[src/mts_pkg.sv]
// -----------------------------------------------------------------------------
// mts_pkg
// shared types and constants of the max tracking stack
// -----------------------------------------------------------------------------
`timescale 1ns / 1ps

package mts_pkg;

  localparam int STACK_DEPTH_DEF = 16;
  localparam int VALUE_WIDTH_DEF = 32;

  localparam logic [1:0] FUNC_PUSH   = 2'd0;
  localparam logic [1:0] FUNC_POP    = 2'd1;
  localparam logic [1:0] FUNC_POPMAX = 2'd2;

  typedef enum logic [1:0] {
    ERR_OK    = 2'd0,
    ERR_UNDER = 2'd1,
    ERR_OVER  = 2'd2
  } err_t;

  typedef enum logic [1:0] {
    ST_IDLE,
    ST_HUNT,
    ST_FIX
  } state_t;

  typedef enum logic [2:0] {
    OP_HOLD,
    OP_PUSH,
    OP_POP,
    OP_ARM,
    OP_HUNT,
    OP_FIX
  } cell_op_t;

  typedef struct packed {
    cell_op_t op;
    logic     hit;
  } cell_ctl_t;

endpackage

[src/mts_cell.sv]
// -----------------------------------------------------------------------------
// mts_cell
// one stack slot: value, maximum of itself and all below, hunt token
// -----------------------------------------------------------------------------
`timescale 1ns / 1ps

module mts_cell #(
  parameter int VALUE_WIDTH = 32,
  parameter int IDX_W       = 4,
  parameter int IDX         = 0
) (
  input  logic                   clk,
  input  logic                   rst,
  input  mts_pkg::cell_ctl_t     ctl,
  input  logic [IDX_W-1:0]       last_idx,
  input  logic [VALUE_WIDTH-1:0] target,
  input  logic [VALUE_WIDTH-1:0] above_val,
  input  logic [VALUE_WIDTH-1:0] above_max,
  input  logic [VALUE_WIDTH-1:0] below_val,
  input  logic [VALUE_WIDTH-1:0] below_max,
  input  logic                   tok_above,
  output logic [VALUE_WIDTH-1:0] val,
  output logic [VALUE_WIDTH-1:0] max,
  output logic                   tok,
  output logic                   hit
);
  import mts_pkg::*;

  logic                   seen;
  logic                   is_bottom;
  logic [VALUE_WIDTH-1:0] fix_max;

  assign hit       = tok && (val == target);
  assign is_bottom = (IDX_W'(IDX) == last_idx);
  assign fix_max   = (is_bottom || $signed(val) >= $signed(below_max)) ? val : below_max;

  always_ff @(posedge clk) begin
    if (rst) begin
      tok  <= 1'b0;
      seen <= 1'b0;
    end else begin
      unique case (ctl.op)
        OP_ARM: begin
          tok  <= (IDX == 0);
          seen <= 1'b0;
        end
        OP_HUNT: begin
          if (ctl.hit) begin
            tok <= 1'b0;
          end else begin
            tok  <= tok_above;
            seen <= seen | tok;
          end
        end
        default: begin
        end
      endcase
    end
  end

  always_ff @(posedge clk) begin
    unique case (ctl.op)
      OP_PUSH: begin
        val <= above_val;
        max <= above_max;
      end
      OP_POP: begin
        val <= below_val;
        max <= below_max;
      end
      OP_HUNT: begin
        if (ctl.hit && !seen) begin
          val <= below_val;
          max <= below_max;
        end
      end
      OP_FIX: begin
        max <= fix_max;
      end
      default: begin
      end
    endcase
  end

endmodule

[src/mts_ctrl.sv]
// -----------------------------------------------------------------------------
// mts_ctrl
// request sequencing, entry count and result registers
// -----------------------------------------------------------------------------
`timescale 1ns / 1ps

module mts_ctrl #(
  parameter int STACK_DEPTH = 16,
  parameter int VALUE_WIDTH = 32,
  parameter int CNT_W       = 5,
  parameter int IDX_W       = 4
) (
  input  logic                   clk,
  input  logic                   rst,
  input  logic                   start,
  input  logic [1:0]             func,
  input  logic [VALUE_WIDTH-1:0] push_val,
  input  logic [VALUE_WIDTH-1:0] top_val,
  input  logic [VALUE_WIDTH-1:0] top_max,
  input  logic                   hit,
  output logic                   busy,
  output logic                   done,
  output logic [VALUE_WIDTH-1:0] removed,
  output mts_pkg::err_t          err,
  output logic [CNT_W-1:0]       count,
  output logic [IDX_W-1:0]       last_idx,
  output mts_pkg::cell_ctl_t     ctl,
  output logic [VALUE_WIDTH-1:0] push_max
);
  import mts_pkg::*;

  state_t           state;
  state_t           state_next;
  logic [IDX_W-1:0] steps;
  logic [CNT_W-1:0] count_m1;
  logic             full;
  logic             empty;

  assign busy     = (state != ST_IDLE);
  assign full     = (count == CNT_W'(STACK_DEPTH));
  assign empty    = (count == '0);
  assign count_m1 = count - 1'b1;
  assign last_idx = count_m1[IDX_W-1:0];
  assign push_max = (empty || $signed(push_val) >= $signed(top_max)) ? push_val : top_max;

  always_comb begin
    state_next = state;
    unique case (state)
      ST_IDLE: begin
        if (start && func == FUNC_POPMAX && !empty) begin
          state_next = ST_HUNT;
        end
      end
      ST_HUNT: begin
        if (hit) begin
          state_next = (steps == '0) ? ST_IDLE : ST_FIX;
        end
      end
      ST_FIX: begin
        if (steps == IDX_W'(1)) begin
          state_next = ST_IDLE;
        end
      end
      default: state_next = ST_IDLE;
    endcase
  end

  always_comb begin
    ctl.op  = OP_HOLD;
    ctl.hit = hit;
    unique case (state)
      ST_IDLE: begin
        if (start) begin
          unique case (func)
            FUNC_PUSH:   ctl.op = full  ? OP_HOLD : OP_PUSH;
            FUNC_POP:    ctl.op = empty ? OP_HOLD : OP_POP;
            FUNC_POPMAX: ctl.op = empty ? OP_HOLD : OP_ARM;
            default:     ctl.op = OP_HOLD;
          endcase
        end
      end
      ST_HUNT: ctl.op = OP_HUNT;
      ST_FIX:  ctl.op = OP_FIX;
      default: ctl.op = OP_HOLD;
    endcase
  end

  always_ff @(posedge clk) begin
    if (rst) begin
      state <= ST_IDLE;
    end else begin
      state <= state_next;
    end
  end

  always_ff @(posedge clk) begin
    if (rst) begin
      count <= '0;
      done  <= 1'b0;
      err   <= ERR_OK;
      steps <= '0;
    end else begin
      done <= 1'b0;
      unique case (state)
        ST_IDLE: begin
          if (start) begin
            removed <= '0;
            err     <= ERR_OK;
            unique case (func)
              FUNC_PUSH: begin
                done <= 1'b1;
                if (full) begin
                  err <= ERR_OVER;
                end else begin
                  count <= count + 1'b1;
                end
              end
              FUNC_POP: begin
                done <= 1'b1;
                if (empty) begin
                  err <= ERR_UNDER;
                end else begin
                  count   <= count_m1;
                  removed <= top_val;
                end
              end
              FUNC_POPMAX: begin
                steps <= '0;
                if (empty) begin
                  err  <= ERR_UNDER;
                  done <= 1'b1;
                end else begin
                  removed <= top_max;
                end
              end
              default: done <= 1'b1;
            endcase
          end
        end
        ST_HUNT: begin
          if (hit) begin
            count <= count_m1;
            if (steps == '0) begin
              done <= 1'b1;
            end
          end else begin
            steps <= steps + 1'b1;
          end
        end
        ST_FIX: begin
          steps <= steps - 1'b1;
          if (steps == IDX_W'(1)) begin
            done <= 1'b1;
          end
        end
        default: begin
        end
      endcase
    end
  end

endmodule

[src/max_tracking_stack.sv]
// push and pop: result strobe in the cycle after the request is taken
// pop maximum: the hunt token walks down one cell a cycle to the topmost entry
// equal to the maximum, and that entry is removed; then the running maxima
// ripple back up one cell a cycle, and the strobe follows the last step
// busy is low in the strobe cycle, so the next request can be taken there
// synchronous reset empties the stack; stored values are not cleared
// -----------------------------------------------------------------------------
// max_tracking_stack
// bounded stack of signed values with running maximum, built as a cell chain
// -----------------------------------------------------------------------------
`timescale 1ns / 1ps

module max_tracking_stack #(
  parameter int STACK_DEPTH = mts_pkg::STACK_DEPTH_DEF,
  parameter int VALUE_WIDTH = mts_pkg::VALUE_WIDTH_DEF
) (
  input  logic                               clk,
  input  logic                               rst,
  input  logic                               start,
  output logic                               busy,
  input  logic [1:0]                         func,
  input  logic signed [31:0]                 push_value,
  output logic                               done,
  output logic signed [31:0]                 removed_value,
  output logic signed [31:0]                 top_value,
  output logic signed [31:0]                 max_value,
  output logic [$clog2(STACK_DEPTH+1)-1:0]   entry_count,
  output logic                               is_empty,
  output logic [1:0]                         error_code
);
  import mts_pkg::*;

  localparam int CNT_W = $clog2(STACK_DEPTH + 1);
  localparam int IDX_W = $clog2(STACK_DEPTH);

  logic [VALUE_WIDTH-1:0] push_val;
  logic [VALUE_WIDTH-1:0] push_max;
  logic [VALUE_WIDTH-1:0] removed;
  logic [CNT_W-1:0]       count;
  logic [IDX_W-1:0]       last_idx;
  err_t                   err;
  cell_ctl_t              ctl;
  logic                   hit_any;

  logic [VALUE_WIDTH-1:0] cval [STACK_DEPTH];
  logic [VALUE_WIDTH-1:0] cmax [STACK_DEPTH];
  logic [STACK_DEPTH-1:0] ctok;
  logic [STACK_DEPTH-1:0] chit;

  assign push_val = VALUE_WIDTH'(push_value);
  assign hit_any  = |chit;

  mts_ctrl #(
    .STACK_DEPTH (STACK_DEPTH),
    .VALUE_WIDTH (VALUE_WIDTH),
    .CNT_W       (CNT_W),
    .IDX_W       (IDX_W)
  ) u_ctrl (
    .clk      (clk),
    .rst      (rst),
    .start    (start),
    .func     (func),
    .push_val (push_val),
    .top_val  (cval[0]),
    .top_max  (cmax[0]),
    .hit      (hit_any),
    .busy     (busy),
    .done     (done),
    .removed  (removed),
    .err      (err),
    .count    (count),
    .last_idx (last_idx),
    .ctl      (ctl),
    .push_max (push_max)
  );

  for (genvar j = 0; j < STACK_DEPTH; j++) begin : g_cell
    logic [VALUE_WIDTH-1:0] a_val;
    logic [VALUE_WIDTH-1:0] a_max;
    logic [VALUE_WIDTH-1:0] b_val;
    logic [VALUE_WIDTH-1:0] b_max;
    logic                   a_tok;

    if (j == 0) begin : g_top
      assign a_val = push_val;
      assign a_max = push_max;
      assign a_tok = 1'b0;
    end else begin : g_mid
      assign a_val = cval[j-1];
      assign a_max = cmax[j-1];
      assign a_tok = ctok[j-1];
    end

    if (j == STACK_DEPTH - 1) begin : g_end
      assign b_val = '0;
      assign b_max = '0;
    end else begin : g_link
      assign b_val = cval[j+1];
      assign b_max = cmax[j+1];
    end

    mts_cell #(
      .VALUE_WIDTH (VALUE_WIDTH),
      .IDX_W       (IDX_W),
      .IDX         (j)
    ) u_cell (
      .clk       (clk),
      .rst       (rst),
      .ctl       (ctl),
      .last_idx  (last_idx),
      .target    (removed),
      .above_val (a_val),
      .above_max (a_max),
      .below_val (b_val),
      .below_max (b_max),
      .tok_above (a_tok),
      .val       (cval[j]),
      .max       (cmax[j]),
      .tok       (ctok[j]),
      .hit       (chit[j])
    );
  end

  assign is_empty      = (count == '0);
  assign entry_count   = count;
  assign error_code    = err;
  assign removed_value = 32'(removed);
  assign top_value     = is_empty ? 32'sd0 : 32'(cval[0]);
  assign max_value     = is_empty ? 32'sd0 : 32'(cmax[0]);

endmodule

[config.mk]
export PLATFORM = sky130hd
export DESIGN_NAME = max_tracking_stack
export DESIGN_NICKNAME = d
export VERILOG_FILES = /design/src/mts_pkg.sv /design/src/mts_cell.sv /design/src/mts_ctrl.sv /design/src/max_tracking_stack.sv
export SDC_FILE = /design/constraint.sdc
export NUM_CORES = 2
export LEC_CHECK = 0
export BUFFER_PORTS_ARGS = -buffer_cell sky130_fd_sc_hd__buf_4
export CELL_PAD_IN_SITES_DETAIL_PLACEMENT = 0
export CELL_PAD_IN_SITES_GLOBAL_PLACEMENT = 1
export CORE_UTILIZATION = 40
export CTS_BUF_LIST = sky130_fd_sc_hd__clkbuf_8 sky130_fd_sc_hd__clkbuf_16
export DETAILED_ROUTE_END_ITERATION = 10
export MAX_ROUTING_LAYER = met4
export PLACE_DENSITY_LB_ADDON = 0.1
export SYNTH_ARGS = -nofsm -noshare
export SYNTH_HDL_FRONTEND = slang
export SYNTH_SLANG_ARGS = --single-unit
export TNS_END_PERCENT = 1
[constraint.sdc]
create_clock -name clk -period 9.2 [get_ports clk]
set_clock_uncertainty 0.15 [all_clocks]
set_input_delay 1.84 -clock clk [delete_from_list [all_inputs] [get_ports clk]]
set_output_delay 1.84 -clock clk [all_outputs]
set_load 0.03 [all_outputs]
==> impl_results.md <==
* Synth Instances at between 7,000 and 8,000
* Status: completed
* Starting density of the core at 0.405
* Final HPWL DP at 241,000 µm
* Final Instance Area at slightly below 0.08 mm²
* Power Density at around 210 mW/mm²
* CTS H-tree lvls at 4
* Critical R2R Launch: u_ctrl.count[1]
* Synth Area per Inst at 9.86 µm²
* # DRC at 0
* Die ar. at around 0.18 mm²
* Final cycle utilization of the critical path at 0.707
* Number of synthesized register bits at 1,102
* R2R cell count at 15
* Max clock buf depth at 3
* Syn nets at slightly below 8,000
* Critical R2R Capture: g_cell[14].u_cell.max[8]
* Ys async rst share at 0
* R2R Setup Slk at ~2700 ps
* Met2 wire length at approximately 140,000 µm
* Max Cap Viol at 0
* Hold_sp: u_ctrl.err[0]
* Setup ws final at between 2000 and 3000 ps
* Port Buf Inserts at ~140
* Worst Setup End Kind: register
* Synth unique cells at between 70 and 80
* Drt wl/cell at approximately 34 µm
* RD Place Congestion at 0.974
* Hold Fails Final Rpt at 0
* Synth top area share at 0.443
* Final Power at between 15 and 20 mW
* Clock root cell: clkbuf_16
* Placed instance area at 0.0749 mm²
* Number of cell rows at between 150 and 200
* Metal3 WL at about 37,000 µm
* Hold depth at 2
* Worst skew pair latency at roughly 800 ps
* Post-CTS Setup Bufs at 0
* Gr usage total at 0.365
* First-pass DRT Iterations at 6
* Reg clk slew, reported paths at about 60 ps
* Slew @ Worst Pin at 1310 ps
* Crit path max fanout at 153
* DR iter-0 viols at 9,229
* Max-slew violations at 0
* LEAKAGE at 34.0 nW
* Pin count of the biggest net entering global routing at just under 200
* DR vias/cell at between 6 and 7
* Nets at roughly 7,800
* Critical path required time at 9610 ps
* Worst vdd ir at roughly 0.17 mV
* RSZ-0062 raised after global routing: no
* Post_cts resized at 0
* Core area at between 0.15 and 0.2 mm²
* Commonest cells post-synth: nand2_1, edfxtp_1, inv_1
* Synth Cell Area at slightly above 0.07 mm²
* Relative slew margins at 0.126
* Num ports at between 100 and 150
* WL final at 327,000 µm
* Die height at approximately 430 µm
* Max Fclk at about 150 MHz
* Inserted Clock Buffers at about 140
* Top Layer Used: met4
* CTS tree: done
* DRT antenna net count at 0
* Hold-fix buffers, CTS at 0
* Setup Slack @ Placement at 2930 ps
* First-pass GRT wire length at 454,000 µm
* Setup Viol. Count Final at 0
* Critical path class: reg2reg
* Worst hold path class: reg2reg
* Setup TNS at 0 ps
* Initial antenna violation count at 13
* Final min period at roughly 6500 ps
* Share of layout cells above drive strength 1 at 0.0769
* Fin util at 0.449
* Post-synth EDFFs at 1,056
* Synth Warn # at 0
* Post-synthesis sequential area ratio at 0.456
* Cell with the most instances after synthesis: nand2_1
* Ys flop type: edfxtp_1
* Metal-1 WL at 145,000 µm
* P&R area growth vs syn at 10.9%
* Nature of the critical path startpoint: register
* Vias in the first global route at between 50,000 and 60,000
* Fillers at 17,000
* Leading area contributor after synthesis: edfxtp_1
* Die X at roughly 430 µm
* Top cells by area, synth: edfxtp_1, ha_1, nand2_1
* Crit path DAT at around 6900 ps
* Vias after detailed routing at 60,800
* CTS sink count at approximately 1,100
* GRT overflow at 0
* WHS Endpoint: u_ctrl.err[0]
placed cells by master (no fill, tap or decap), types with 127 or more instances in the layout:
master | Yosys | layout
a22oi_1 | 292 | 292
buf_4 | 87 | 280
a21oi_1 | 203 | 202
a21o_1 | 194 | 194
nand4_1 | 144 | 144
xor2_1 | 414 | 414
edfxtp_1 | 1056 | 1056
nor2_1 | 146 | 127
inv_1 | 562 | 590
ha_1 | 530 | 529
o21ai_0 | 329 | 312
mux2i_1 | 224 | 223
nand2_1 | 1492 | 1492
nor3_1 | 241 | 241
a221o_1 | 190 | 190
clkbuf_16 | 0 | 143
layout make-up:
type,instances,area [µm²],area share
well taps,2340,2930,0.0369
inverters,563,2120,0.0267
diodes,13,32.5,0.000410
multi-input cells,5162,34900,0.440
flip-flops and latches,1102,32600,0.411
clock inverters,104,738,0.00930
repair buffers,293,2360,0.0298
clock buffers,150,3670,0.0463
flip-flops by register name (all words and copies together), names as in the netlist, 4 cells and up:
name,cells
u_ctrl.count,5
u_ctrl.removed,32
u_ctrl.steps,4
g_cell.u_cell.seen,16
g_cell.u_cell.tok,16
g_cell.u_cell.val,512
g_cell.u_cell.max,512
where the power goes:
group / internal [mW] / total (mW) / leakage [nW] / switching (mW)
clock network: 3.08 / 5.48 / 2.29 / 2.40
logic: 1.35 / 3.78 / 21.6 / 2.43
registers: 6.24 / 7.11 / 10.1 / 0.875
how the worst max path moves through the flow:
stage / startpoint / end / slack [ps] / cells after the start
after detailed placement: u_ctrl.count[1] / g_cell[14].u_cell.max[15] / 2930 / 15
after global placement: u_ctrl.count[0] / g_cell[14].u_cell.max[8] / 3100 / 15
final: u_ctrl.count[1] / g_cell[14].u_cell.max[8] / 2700 / 15
after CTS: u_ctrl.count[0] / top_value[0] / 2680 / 9
after floorplan: push_value[1] / g_cell[0].u_cell.max[0] / 2790 / 10
after global routing: u_ctrl.count[0] / top_value[0] / 2460 / 9
worst max-delay path: stages (launching register included):
cell      delay, ps
dfxtp_1         410
inv_1           190
ha_1            530
inv_1           370
or3_4           450
or2_1           670
and2_1          390
buf_4           270
o21ai_4         300
o31ai_4         100
buf_12          270
nor2_4          490
buf_4           510
buf_4           620
a22oi_1         140
o311ai_0        160
per-stage QoR:
step | hold WS [ps] | cells
after floorplan | 286 | 7265
after global placement | 292 | 9460
after detailed placement | 307 | 9460
after global routing | 345 | 9725
after CTS | 316 | 9714
final | 310 | 9727
cell families after synthesis:
family                   synth area share
multiplexers                       0.0318
buffers and inverters              0.0635
flip-flops                          0.456
XOR/XNOR                           0.0631
AND/OR/NAND/NOR                     0.153
AO/OA/AOI/OAI                       0.141
adder cells (fa/ha/maj)            0.0926
routing by layer:
layer  vias up  GRT usage
met2      3481      0.503
met5         -          -
met1     30700      0.529
met4         0      0.106
li1      26200          -
met3       406     0.0823
(Power assumes the default switching activity.)
